**src/hdl/stw_pkg.sv**
```systemverilog
// span timer package: request and mode codes, control/status structs,
// shared saturation helpers; no dependencies
package stw_pkg;

  // widths
  localparam int TIME_W  = 44;   // working time during a tick
  localparam int COUNT_W = 8;    // spans per item
  localparam int SHOW_W  = 50;   // displayed-time sum before saturation

  // request codes
  localparam logic [1:0] REQ_TICK   = 2'd0;
  localparam logic [1:0] REQ_START  = 2'd1;
  localparam logic [1:0] REQ_TOGGLE = 2'd2;

  // mode codes
  localparam logic [2:0] MODE_NORMAL   = 3'd0;
  localparam logic [2:0] MODE_REVERSE  = 3'd1;
  localparam logic [2:0] MODE_CONT     = 3'd2;
  localparam logic [2:0] MODE_CONT_REV = 3'd3;
  localparam logic [2:0] MODE_LOOP     = 3'd4;
  localparam logic [2:0] MODE_LOOP_REV = 3'd5;
  localparam logic [2:0] MODE_PINGPONG = 3'd6;
  localparam logic [2:0] MODE_UNUSED   = 3'd7;

  localparam logic signed [15:0] CYC_MAX = 16'sh7fff;
  localparam logic signed [15:0] CYC_MIN = -16'sh8000;

  typedef struct packed {
    logic [2:0]         mode;
    logic signed [31:0] span_start;
    logic signed [31:0] span_end;
    logic signed [15:0] rate;
  } cfg_t;

  typedef struct packed {
    logic load;       // capture the input transaction
    logic exec;       // start, toggle or first tick step
    logic add;        // add the scaled step to the time
    logic wrap_step;  // one wrap, clamp or reflection
    logic wrap_end;   // close the wrap loop, record overflow
    logic sat;        // write back the saturated time
    logic show;       // length times cycle product
    logic out_load;   // fill the output register
  } cmd_t;

  typedef struct packed {
    logic tick_go;    // tick that moves the time
    logic wrap_cont;  // another wrap iteration is due
    logic out_free;   // output register can take a result
  } sts_t;

  function automatic logic signed [31:0] sat32(input logic signed [TIME_W-1:0] v);
    logic signed [31:0] r;
    if (v[TIME_W-1:31] == '0 || v[TIME_W-1:31] == '1) begin
      r = v[31:0];
    end else if (v[TIME_W-1]) begin
      r = {1'b1, 31'b0};
    end else begin
      r = {1'b0, {31{1'b1}}};
    end
    return r;
  endfunction

  function automatic logic signed [47:0] sat48(input logic signed [SHOW_W-1:0] v);
    logic signed [47:0] r;
    if (v[SHOW_W-1:47] == '0 || v[SHOW_W-1:47] == '1) begin
      r = v[47:0];
    end else if (v[SHOW_W-1]) begin
      r = {1'b1, 47'b0};
    end else begin
      r = {1'b0, {47{1'b1}}};
    end
    return r;
  endfunction

endpackage

```
**src/hdl/stw_apb_regs.sv**
```systemverilog
// span timer configuration registers behind an apb-style port
// depends on stw_pkg
module stw_apb_regs (
  input  logic                clk,
  input  logic                rst,
  input  logic                psel,
  input  logic                penable,
  input  logic                pwrite,
  input  logic [3:0]          paddr,
  input  logic [31:0]         pwdata,
  output logic [31:0]         prdata,
  output logic                pready,
  output stw_pkg::cfg_t       cfg
);

  localparam logic [1:0] REG_MODE  = 2'd0;
  localparam logic [1:0] REG_START = 2'd1;
  localparam logic [1:0] REG_END   = 2'd2;
  localparam logic [1:0] REG_RATE  = 2'd3;

  logic [1:0] idx;
  logic       wr;

  assign pready = 1'b1;
  assign idx    = paddr[3:2];
  assign wr     = psel && penable && pwrite;

  always_ff @(posedge clk) begin
    if (rst) begin
      cfg.mode       <= stw_pkg::MODE_NORMAL;
      cfg.span_start <= 32'sh0;
      cfg.span_end   <= 32'sh0001_0000;
      cfg.rate       <= 16'sh0100;
    end else if (wr) begin
      case (idx)
        REG_MODE:  cfg.mode       <= pwdata[2:0];
        REG_START: cfg.span_start <= pwdata;
        REG_END:   cfg.span_end   <= pwdata;
        REG_RATE:  cfg.rate       <= pwdata[15:0];
        default:   ;
      endcase
    end
  end

  always_comb begin
    case (idx)
      REG_MODE:  prdata = {29'b0, cfg.mode};
      REG_START: prdata = cfg.span_start;
      REG_END:   prdata = cfg.span_end;
      REG_RATE:  prdata = {16'b0, cfg.rate};
      default:   prdata = '0;
    endcase
  end

endmodule

```
**src/hdl/stw_ctrl.sv**
```systemverilog
// span timer sequencer: steps one transaction through exec, then add,
// wrap and saturate on a moving tick, display and output; uses stw_pkg
module stw_ctrl (
  input  logic          clk,
  input  logic          rst,
  input  logic          in_valid,
  output logic          in_ready,
  input  stw_pkg::sts_t sts,
  output stw_pkg::cmd_t cmd
);

  localparam logic [2:0] S_IDLE = 3'd0;
  localparam logic [2:0] S_EXEC = 3'd1;
  localparam logic [2:0] S_ADD  = 3'd2;
  localparam logic [2:0] S_WRAP = 3'd3;
  localparam logic [2:0] S_SAT  = 3'd4;
  localparam logic [2:0] S_SHOW = 3'd5;
  localparam logic [2:0] S_OUT  = 3'd6;

  logic [2:0] state, state_next;

  assign in_ready = (state == S_IDLE);

  always_ff @(posedge clk) begin
    if (rst) begin
      state <= S_IDLE;
    end else begin
      state <= state_next;
    end
  end

  always_comb begin
    cmd        = '0;
    state_next = state;
    case (state)
      S_IDLE: begin
        if (in_valid) begin
          cmd.load   = 1'b1;
          state_next = S_EXEC;
        end
      end
      S_EXEC: begin
        cmd.exec   = 1'b1;
        state_next = sts.tick_go ? S_ADD : S_SHOW;
      end
      S_ADD: begin
        cmd.add    = 1'b1;
        state_next = S_WRAP;
      end
      S_WRAP: begin
        if (sts.wrap_cont) begin
          cmd.wrap_step = 1'b1;
        end else begin
          cmd.wrap_end = 1'b1;
          state_next   = S_SAT;
        end
      end
      S_SAT: begin
        cmd.sat    = 1'b1;
        state_next = S_SHOW;
      end
      S_SHOW: begin
        cmd.show   = 1'b1;
        state_next = S_OUT;
      end
      S_OUT: begin
        if (sts.out_free) begin
          cmd.out_load = 1'b1;
          state_next   = S_IDLE;
        end
      end
      default: state_next = S_IDLE;
    endcase
  end

endmodule

```
**src/hdl/stw_datapath.sv**
```systemverilog
// span timer datapath: timer state, step multiplier, wrap unit, display
// product and output register; depends on stw_pkg
module stw_datapath #(
  parameter int MAX_WRAPS = 255
) (
  input  logic                clk,
  input  logic                rst,
  input  stw_pkg::cmd_t       cmd,
  output stw_pkg::sts_t       sts,
  input  stw_pkg::cfg_t       cfg,
  input  logic [1:0]          req_type,
  input  logic [23:0]         step_amount,
  input  logic                out_ready,
  output logic                out_valid,
  output logic signed [47:0]  time_now,
  output logic signed [15:0]  cycle_count,
  output logic [31:0]         spans_total,
  output logic [7:0]          spans_this_step,
  output logic                is_running,
  output logic                going_down,
  output logic                wrap_overflow
);

  localparam int TW = stw_pkg::TIME_W;
  localparam int CW = stw_pkg::COUNT_W;
  localparam logic [CW-1:0] CAP = CW'(MAX_WRAPS);

  // transaction
  logic [1:0]  req;
  logic [23:0] step;

  // timer state
  logic signed [31:0] time_acc;
  logic signed [15:0] cycle_reg;
  logic [31:0]        span_counter;
  logic               dir_negative;
  logic [2:0]         active_mode;
  logic               running_flag;

  // working registers
  logic signed [40:0]          prod;
  logic signed [TW-1:0]        t;
  logic [CW-1:0]               count;
  logic                        ovf;
  logic                        stopped;
  logic signed [48:0]          disp_prod;

  // combinational
  logic signed [32:0]          len33;
  logic signed [TW-1:0]        st_x, en_x, len_x, t_refl;
  logic signed [24:0]          step_s;
  logic signed [40:0]          prod_full;
  logic signed [48:0]          disp_full;
  logic signed [stw_pkg::SHOW_W-1:0] show_sum;
  logic [2:0]                  start_mode;
  logic                        start_dir;
  logic                        cond, cap_ok, clamp_mode;
  logic [31:0]                 span_inc;

  assign len33 = 33'(cfg.span_end) - 33'(cfg.span_start);
  assign st_x  = TW'(cfg.span_start);
  assign en_x  = TW'(cfg.span_end);
  assign len_x = TW'(len33);

  assign step_s    = {1'b0, step};
  assign prod_full = 41'(step_s) * 41'(cfg.rate);
  assign disp_full = 49'(len33) * 49'(cycle_reg);
  assign show_sum  = stw_pkg::SHOW_W'(time_acc) + stw_pkg::SHOW_W'(disp_prod);

  assign start_mode = (cfg.mode == stw_pkg::MODE_UNUSED) ? stw_pkg::MODE_NORMAL : cfg.mode;
  assign start_dir  = (start_mode == stw_pkg::MODE_REVERSE) ||
                      (start_mode == stw_pkg::MODE_CONT_REV) ||
                      (start_mode == stw_pkg::MODE_LOOP_REV);

  assign t_refl   = (t < st_x) ? (st_x <<< 1) - t : (en_x <<< 1) - t;
  assign span_inc = (span_counter == '1) ? span_counter : span_counter + 32'd1;

  // loop condition per mode
  always_comb begin
    clamp_mode = 1'b0;
    cap_ok     = (count < CAP);
    case (active_mode)
      stw_pkg::MODE_NORMAL: begin
        cond       = (t >= en_x);
        clamp_mode = 1'b1;
        cap_ok     = (count == '0);
      end
      stw_pkg::MODE_REVERSE: begin
        cond       = (t < st_x);
        clamp_mode = 1'b1;
        cap_ok     = (count == '0);
      end
      stw_pkg::MODE_CONT, stw_pkg::MODE_LOOP:         cond = (t >= en_x);
      stw_pkg::MODE_CONT_REV, stw_pkg::MODE_LOOP_REV: cond = (t <= st_x);
      default: cond = ((t < st_x) || (t >= en_x)) && !stopped;
    endcase
  end

  assign sts.tick_go   = (req == stw_pkg::REQ_TICK) && running_flag &&
                         (step != '0) && (len33 != '0);
  assign sts.wrap_cont = cond && cap_ok;
  assign sts.out_free  = !out_valid || out_ready;

  always_ff @(posedge clk) begin
    if (rst) begin
      time_acc     <= '0;
      cycle_reg    <= '0;
      span_counter <= '0;
      dir_negative <= 1'b0;
      active_mode  <= stw_pkg::MODE_NORMAL;
      running_flag <= 1'b0;
      out_valid    <= 1'b0;
    end else begin
      if (cmd.exec) begin
        case (req)
          stw_pkg::REQ_START: begin
            active_mode  <= start_mode;
            dir_negative <= start_dir;
            time_acc     <= start_dir ? cfg.span_end : cfg.span_start;
            cycle_reg    <= '0;
            span_counter <= '0;
            running_flag <= 1'b1;
          end
          stw_pkg::REQ_TOGGLE: begin
            if (active_mode == stw_pkg::MODE_PINGPONG) begin
              dir_negative <= !dir_negative;
            end else begin
              active_mode[0] <= !active_mode[0];
              dir_negative   <= !active_mode[0];
            end
          end
          stw_pkg::REQ_TICK: begin
            // zero-length span stops the timer
            if (running_flag && step != '0 && len33 == '0) begin
              running_flag <= 1'b0;
            end
          end
          default: ;
        endcase
      end

      if (cmd.wrap_step) begin
        span_counter <= span_inc;
        case (active_mode)
          stw_pkg::MODE_NORMAL: begin
            cycle_reg    <= 16'sd1;
            running_flag <= 1'b0;
          end
          stw_pkg::MODE_REVERSE: begin
            cycle_reg    <= -16'sd1;
            running_flag <= 1'b0;
          end
          stw_pkg::MODE_CONT: begin
            if (cycle_reg != stw_pkg::CYC_MAX) begin
              cycle_reg <= cycle_reg + 16'sd1;
            end
          end
          stw_pkg::MODE_CONT_REV: begin
            if (cycle_reg != stw_pkg::CYC_MIN) begin
              cycle_reg <= cycle_reg - 16'sd1;
            end
          end
          stw_pkg::MODE_LOOP, stw_pkg::MODE_LOOP_REV: ;
          default: dir_negative <= !dir_negative;
        endcase
      end

      if (cmd.sat) begin
        time_acc <= stw_pkg::sat32(t);
      end

      if (cmd.out_load) begin
        out_valid <= 1'b1;
      end else if (out_ready) begin
        out_valid <= 1'b0;
      end
    end
  end

  // payload and working registers
  always_ff @(posedge clk) begin
    if (cmd.load) begin
      req  <= req_type;
      step <= step_amount;
    end
    if (cmd.exec) begin
      count   <= '0;
      ovf     <= 1'b0;
      stopped <= 1'b0;
      prod    <= dir_negative ? -prod_full : prod_full;
    end
    if (cmd.add) begin
      // arithmetic shift is floor division by 256
      t <= TW'(time_acc) + TW'(prod >>> 8);
    end
    if (cmd.wrap_step) begin
      count <= count + CW'(1);
      case (active_mode)
        stw_pkg::MODE_NORMAL:   t <= en_x;
        stw_pkg::MODE_REVERSE:  t <= st_x;
        stw_pkg::MODE_CONT, stw_pkg::MODE_LOOP:         t <= t - len_x;
        stw_pkg::MODE_CONT_REV, stw_pkg::MODE_LOOP_REV: t <= t + len_x;
        default: begin
          t       <= t_refl;
          stopped <= (t_refl == en_x);
        end
      endcase
    end
    if (cmd.wrap_end) begin
      ovf <= cond && !clamp_mode;
    end
    if (cmd.show) begin
      disp_prod <= disp_full;
    end
    if (cmd.out_load) begin
      if (active_mode == stw_pkg::MODE_CONT || active_mode == stw_pkg::MODE_CONT_REV) begin
        time_now <= stw_pkg::sat48(show_sum);
      end else begin
        time_now <= 48'(time_acc);
      end
      cycle_count     <= cycle_reg;
      spans_total     <= span_counter;
      spans_this_step <= count;
      is_running      <= running_flag;
      going_down      <= dir_negative;
      wrap_overflow   <= ovf;
    end
  end

endmodule

```
**src/hdl/span_timer_with_loop_modes.sv**
```systemverilog
// span timer with loop modes, top level: apb registers, sequencer, datapath
// depends on stw_pkg, stw_apb_regs, stw_ctrl, stw_datapath
//
// One transaction in gives one transaction out. A start, a toggle, or a tick
// that leaves the time alone passes the exec, display and output states. A
// moving tick also passes the add state, the wrap state per wrap, clamp or
// reflection (up to MAX_WRAPS) and the saturate state. The wrap unit handles
// one span crossing per cycle. The output state waits for a free output
// register. Items are handled one at a time: in_ready is high only while
// the sequencer is idle, and a finished result sits in the output register
// while the next transaction is accepted and worked on. The time is signed
// Q16.16; a moving tick adds floor(p / 256), p = step_amount * rate, with p
// negated when counting down. Configuration registers sit at byte addresses
// 0 (mode), 4 (span_start), 8 (span_end) and 12 (rate); mode is taken in
// only by a start request. No clearing pass is needed after reset.
module span_timer_with_loop_modes #(
  parameter int MAX_WRAPS = 255
) (
  input  logic               clk,
  input  logic               rst,
  // apb configuration port
  input  logic               psel,
  input  logic               penable,
  input  logic               pwrite,
  input  logic [3:0]         paddr,
  input  logic [31:0]        pwdata,
  output logic [31:0]        prdata,
  output logic               pready,
  // input channel
  input  logic               in_valid,
  output logic               in_ready,
  input  logic [1:0]         req_type,
  input  logic [23:0]        step_amount,
  // output channel
  output logic               out_valid,
  input  logic               out_ready,
  output logic signed [47:0] time_now,
  output logic signed [15:0] cycle_count,
  output logic [31:0]        spans_total,
  output logic [7:0]         spans_this_step,
  output logic               is_running,
  output logic               going_down,
  output logic               wrap_overflow
);

  stw_pkg::cfg_t cfg;
  stw_pkg::cmd_t cmd;
  stw_pkg::sts_t sts;

  // configuration registers
  stw_apb_regs u_regs (
    .clk     (clk),
    .rst     (rst),
    .psel    (psel),
    .penable (penable),
    .pwrite  (pwrite),
    .paddr   (paddr),
    .pwdata  (pwdata),
    .prdata  (prdata),
    .pready  (pready),
    .cfg     (cfg)
  );

  // sequencer: one state per phase of a transaction, waits in the wrap
  // state while the datapath reports another crossing
  stw_ctrl u_ctrl (
    .clk      (clk),
    .rst      (rst),
    .in_valid (in_valid),
    .in_ready (in_ready),
    .sts      (sts),
    .cmd      (cmd)
  );

  // timer state, step multiply, wrap unit and output register
  stw_datapath #(
    .MAX_WRAPS (MAX_WRAPS)
  ) u_dp (
    .clk             (clk),
    .rst             (rst),
    .cmd             (cmd),
    .sts             (sts),
    .cfg             (cfg),
    .req_type        (req_type),
    .step_amount     (step_amount),
    .out_ready       (out_ready),
    .out_valid       (out_valid),
    .time_now        (time_now),
    .cycle_count     (cycle_count),
    .spans_total     (spans_total),
    .spans_this_step (spans_this_step),
    .is_running      (is_running),
    .going_down      (going_down),
    .wrap_overflow   (wrap_overflow)
  );

  // an accepted transaction keeps the sequencer busy for the next cycle
  a_busy_after_accept: assert property (@(posedge clk) disable iff (rst)
    (in_valid && in_ready) |=> !in_ready)
    else $error("in_ready high right after an accepted transaction");

  // the wrap unit never runs past its per-tick cap
  a_wrap_cap: assert property (@(posedge clk) disable iff (rst)
    out_valid |-> (spans_this_step <= 8'(MAX_WRAPS)))
    else $error("spans_this_step above the wrap cap");

  // overflow is only flagged when the cap was actually used up
  a_ovf_at_cap: assert property (@(posedge clk) disable iff (rst)
    (out_valid && wrap_overflow) |-> (spans_this_step == 8'(MAX_WRAPS)))
    else $error("wrap_overflow without reaching the wrap cap");

endmodule
```
**config.mk**
```make
export PLATFORM = sky130hd
export DESIGN_NAME = span_timer_with_loop_modes
export DESIGN_NICKNAME = d
export VERILOG_FILES = /design/src/hdl/stw_pkg.sv /design/src/hdl/stw_apb_regs.sv /design/src/hdl/stw_ctrl.sv /design/src/hdl/stw_datapath.sv /design/src/hdl/span_timer_with_loop_modes.sv
export SDC_FILE = /design/constraint.sdc
export NUM_CORES = 2
export LEC_CHECK = 0
export ABC_CLOCK_PERIOD_IN_PS = 11210
export BUFFER_PORTS_ARGS = -buffer_cell sky130_fd_sc_hd__buf_2
export CAP_MARGIN = 25
export CELL_PAD_IN_SITES_DETAIL_PLACEMENT = 1
export CELL_PAD_IN_SITES_GLOBAL_PLACEMENT = 1
export CORE_ASPECT_RATIO = 0.5
export CORE_MARGIN = 4
export CORE_UTILIZATION = 50
export CTS_CLUSTER_SIZE = 40
export DETAILED_ROUTE_END_ITERATION = 10
export PLACE_DENSITY = 0.79
export SLEW_MARGIN = 20
export SYNTH_ARGS = -nofsm -noshare
export SYNTH_HDL_FRONTEND = slang
export SYNTH_SLANG_ARGS = --single-unit
```
**constraint.sdc**
```tcl
create_clock -name clk -period 11.21 [get_ports clk]
set_clock_uncertainty 0.05 [all_clocks]
set_input_delay 0 -clock clk [delete_from_list [all_inputs] [get_ports clk]]
set_output_delay 0 -clock clk [all_outputs]
set_load 0.02 [all_outputs]
```
==> qor.txt <==
Status -> finished clean
Reg clk slew, reported paths -> 0.07 ns
Actual slew at the worst max-slew pin -> 1.06 ns
CP max FO -> 16
Share of cells above drive strength 1 -> 7.27%
Power Dens Cells -> 89.0 nW/um^2
Critical path launch point type -> flip-flop
Post-detailed-route count of antenna-violating nets -> 0
Final setup TNS -> 0 ns
Seq cells post-synth -> 441
Top flop regs -> u_regs.cfg x83, u_dp.disp_prod x49, u_dp.time_now x48
Routed WL per cell -> 25.9 um
Post-DP HPWL -> 192,000 um
Cts hold-fix bufs -> 86
Hold WC Path Type -> in -> reg
Count of cell types in the netlist -> 98
Commonest non-fill, non-tap cell in the layout -> nand2_1
Pins Over Slew Limit -> 0
Die ar. -> 137,000 um^2
Initial Util -> 50.5%
Most frequent cells in the layout -> 1,110 x nand2_1, 1,102 x inv_1, 811 x fa_1
# rows -> 93
Drt drc -> 0
Area grow syn2layout -> 8.77%
Grt ovf -> 0
Clock root cell -> clkbuf_16
Async S/R FF share, synth -> 0%
Final net count -> 9,193
Worst setup EP type -> flip-flop
Worst path most repeated cell -> fa_1
Pin count of the biggest net entering global routing -> 70
CTS Buf Count -> 49
Total power draw -> 6320 uW
Register area share after synthesis -> 17.6%
Via-to-Cell Ratio -> 6.12
Yosys warning count -> 0
Max Fclk -> 95.9 MHz
Initial drt markers -> 4,859
P_sw -> 2670 uW
Critical Path RT -> 11.57 ns
Top-area cell type share of the netlist area -> 24.9%
Post-Syn Instances -> 7,637
Internal cell power -> 3640 uW
Number of global-route vias before repair -> 62,000
Insertion delay to the later sink of the worst-skew pair -> 0.67 ns
Gate power share -> 40.1%
Synthesized area -> 65,300 um^2
TritonRoute pass-1 iters -> 8
Routed WL -> 246,000 um
Pleak -> 0.0326 uW
Seq pwr share -> 31.9%
Vias post-DR -> 58,300
Minimum clock period -> 10.43 ns
Most flop-heavy register -> u_regs.cfg
EDFF count, synth -> 268
Worst Path Arrival -> 10.79 ns
Mapped Avg Cell Area -> 8.55 um^2
WP buf/inv -> 4
Highest-delay cell along the critical path -> and4b_1
Max-capacitance violation count -> 0
Count of final setup violators -> 0
Largest cells by area after synthesis -> fa_1 25%, edfxtp_1 12%, ha_1 11%, nand2_1 6.4%, inv_1 6.3%
Die Height -> 263 um
CTS Buffer Depth -> 3
H-tree Lvls -> 2
Core area -> 129,000 um^2
Ports -> 211
Worst rel slew slack -> 29.3%
Worst path top cell family by delay -> adder cells
Sw frac -> 42.3%
Most used DFF post-synth -> edfxtp_1
RSZ-0062 raised after global routing -> no
Die W -> 519 um
Clk sinks -> 441
GRT Total Usage -> 35.6%
Routability cong. -> 0.991
Final hold vios -> 0
Post-CTS sizing -> 0
TritonCTS clock tree -> built
Post-Syn Nets -> 9,069
Largest stage delay, worst path -> 0.93 ns
Area leader, netlist -> fa_1
Port Buffers -> 207
Clock power frac -> 28.0%
Tcrit/Tclk final -> 93.1%
Critical path type -> reg -> reg
Largest register FFs -> 83
First-pass GRT wire length -> 377,000 um
Initial antenna violation count -> 17
Post-CTS Setup Repair Bufs -> 0
Worst VDD drop -> 0.125 mV
## layout make-up
class                   instances  area, um^2
fillers                     15400       58200
multi-input cells            5720       48500
flip-flops and latches        441       11500
inverters                    1103        4140
repair buffers                446        3060
well taps                    1710        2140
clock buffers                  62        1360
clock inverters                30         298
diodes                          3        7.51
## power by group through the flow
| stage | registers [uW] | logic [uW] | clock network (uW) |
|---|---|---|---|
| after CTS | 2000 | 2470 | 1780 |
| final | 2020 | 2530 | 1770 |
| after detailed placement | 2040 | 2420 | 0 |
| after global routing | 2020 | 2740 | 1840 |
| after global placement | 2040 | 2370 | 0 |
| after floorplan | 1950 | 1650 | 0 |
## worst paths after layout
kind	cells after the start	to	start	slack, ns
setup / recovery	29	u_dp.disp_prod[48]$_DFFE_PN_	u_regs.cfg[65]$_SDFFE_PP0P_	0.78
hold / removal	2	u_dp.step[23]$_DFFE_PP_	step_amount[23]	0.02
setup reg to reg	29	u_dp.disp_prod[48]$_DFFE_PN_	u_regs.cfg[65]$_SDFFE_PP0P_	0.78
hold reg to reg	0	u_dp.cycle_count[14]$_DFFE_PP_	u_dp.cycle_reg[14]$_SDFF_PP0_	0.38
## cells by family (layout without fill, tap and decap cells)
family                   Yosys count  in the layout  synth area share (%)
buffers and inverters           1476           1641                  8.50
multiplexers                      40             40                 0.684
flip-flops                       441            441                  17.6
other                              1              4               0.00575
AND/OR/NAND/NOR                 2369           2369                  17.1
XOR/XNOR                         371            371                  4.99
adder cells (fa/ha/maj)         1363           1363                  35.5
AO/OA/AOI/OAI                   1576           1576                  15.7
## synthesized netlist by cell type (16+ instances only)
| cell | count |
|---|---|
| clkbuf_1 | 354 |
| nor3_1 | 85 |
| nor2_1 | 348 |
| nor4_1 | 35 |
| a221oi_1 | 17 |
| and3_1 | 56 |
| nand4_1 | 72 |
| nand3_1 | 100 |
| nand2_1 | 1114 |
| mux2i_1 | 30 |
| edfxtp_1 | 268 |
| and4_1 | 16 |
| nor2b_1 | 58 |
| o211ai_1 | 124 |
| o21ai_0 | 275 |
| xor2_1 | 116 |
| a22o_1 | 30 |
| dfxtp_1 | 173 |
| xnor2_1 | 254 |
| or3_1 | 38 |
| fa_1 | 811 |
| and2_1 | 309 |
| o211a_1 | 21 |
| a31oi_1 | 46 |
| a21o_1 | 181 |
| inv_1 | 1102 |
| a211o_1 | 23 |
| o21bai_1 | 51 |
| ha_1 | 552 |
| or2_2 | 23 |
| a211oi_1 | 67 |
| o31ai_1 | 37 |
| nand2b_1 | 59 |
| a21oi_1 | 490 |
| o21a_1 | 52 |
## per-stage QoR
stage               utilization (%)  setup slack, ns  hold WS [ns]  std cells  instance area [um^2]
floorplan                         -             2.65        0.0489       7637                 65300
global placement               53.0             1.11         0.126       9330                 68400
detailed placement             53.0             1.01         0.128       9331                 68400
CTS                            54.9            0.942       0.00370       9509                 71000
global route                   55.0            0.328        0.0104       9512                 71000
finish                         55.0            0.777        0.0161       9515                 71000
## per-layer routing
layer / track usage, % / vias to the layer above / wire, um
met2: 58.3 / 2305 / 113000
met4: 14.2 / 14 / 11500
li1: - / 25600 / -
met3: 6.98 / 600 / 21400
met5: 0 / - / 115
met1: 46.6 / 29800 / 100000
No activity file was read; power rests on OpenSTA's default activity.
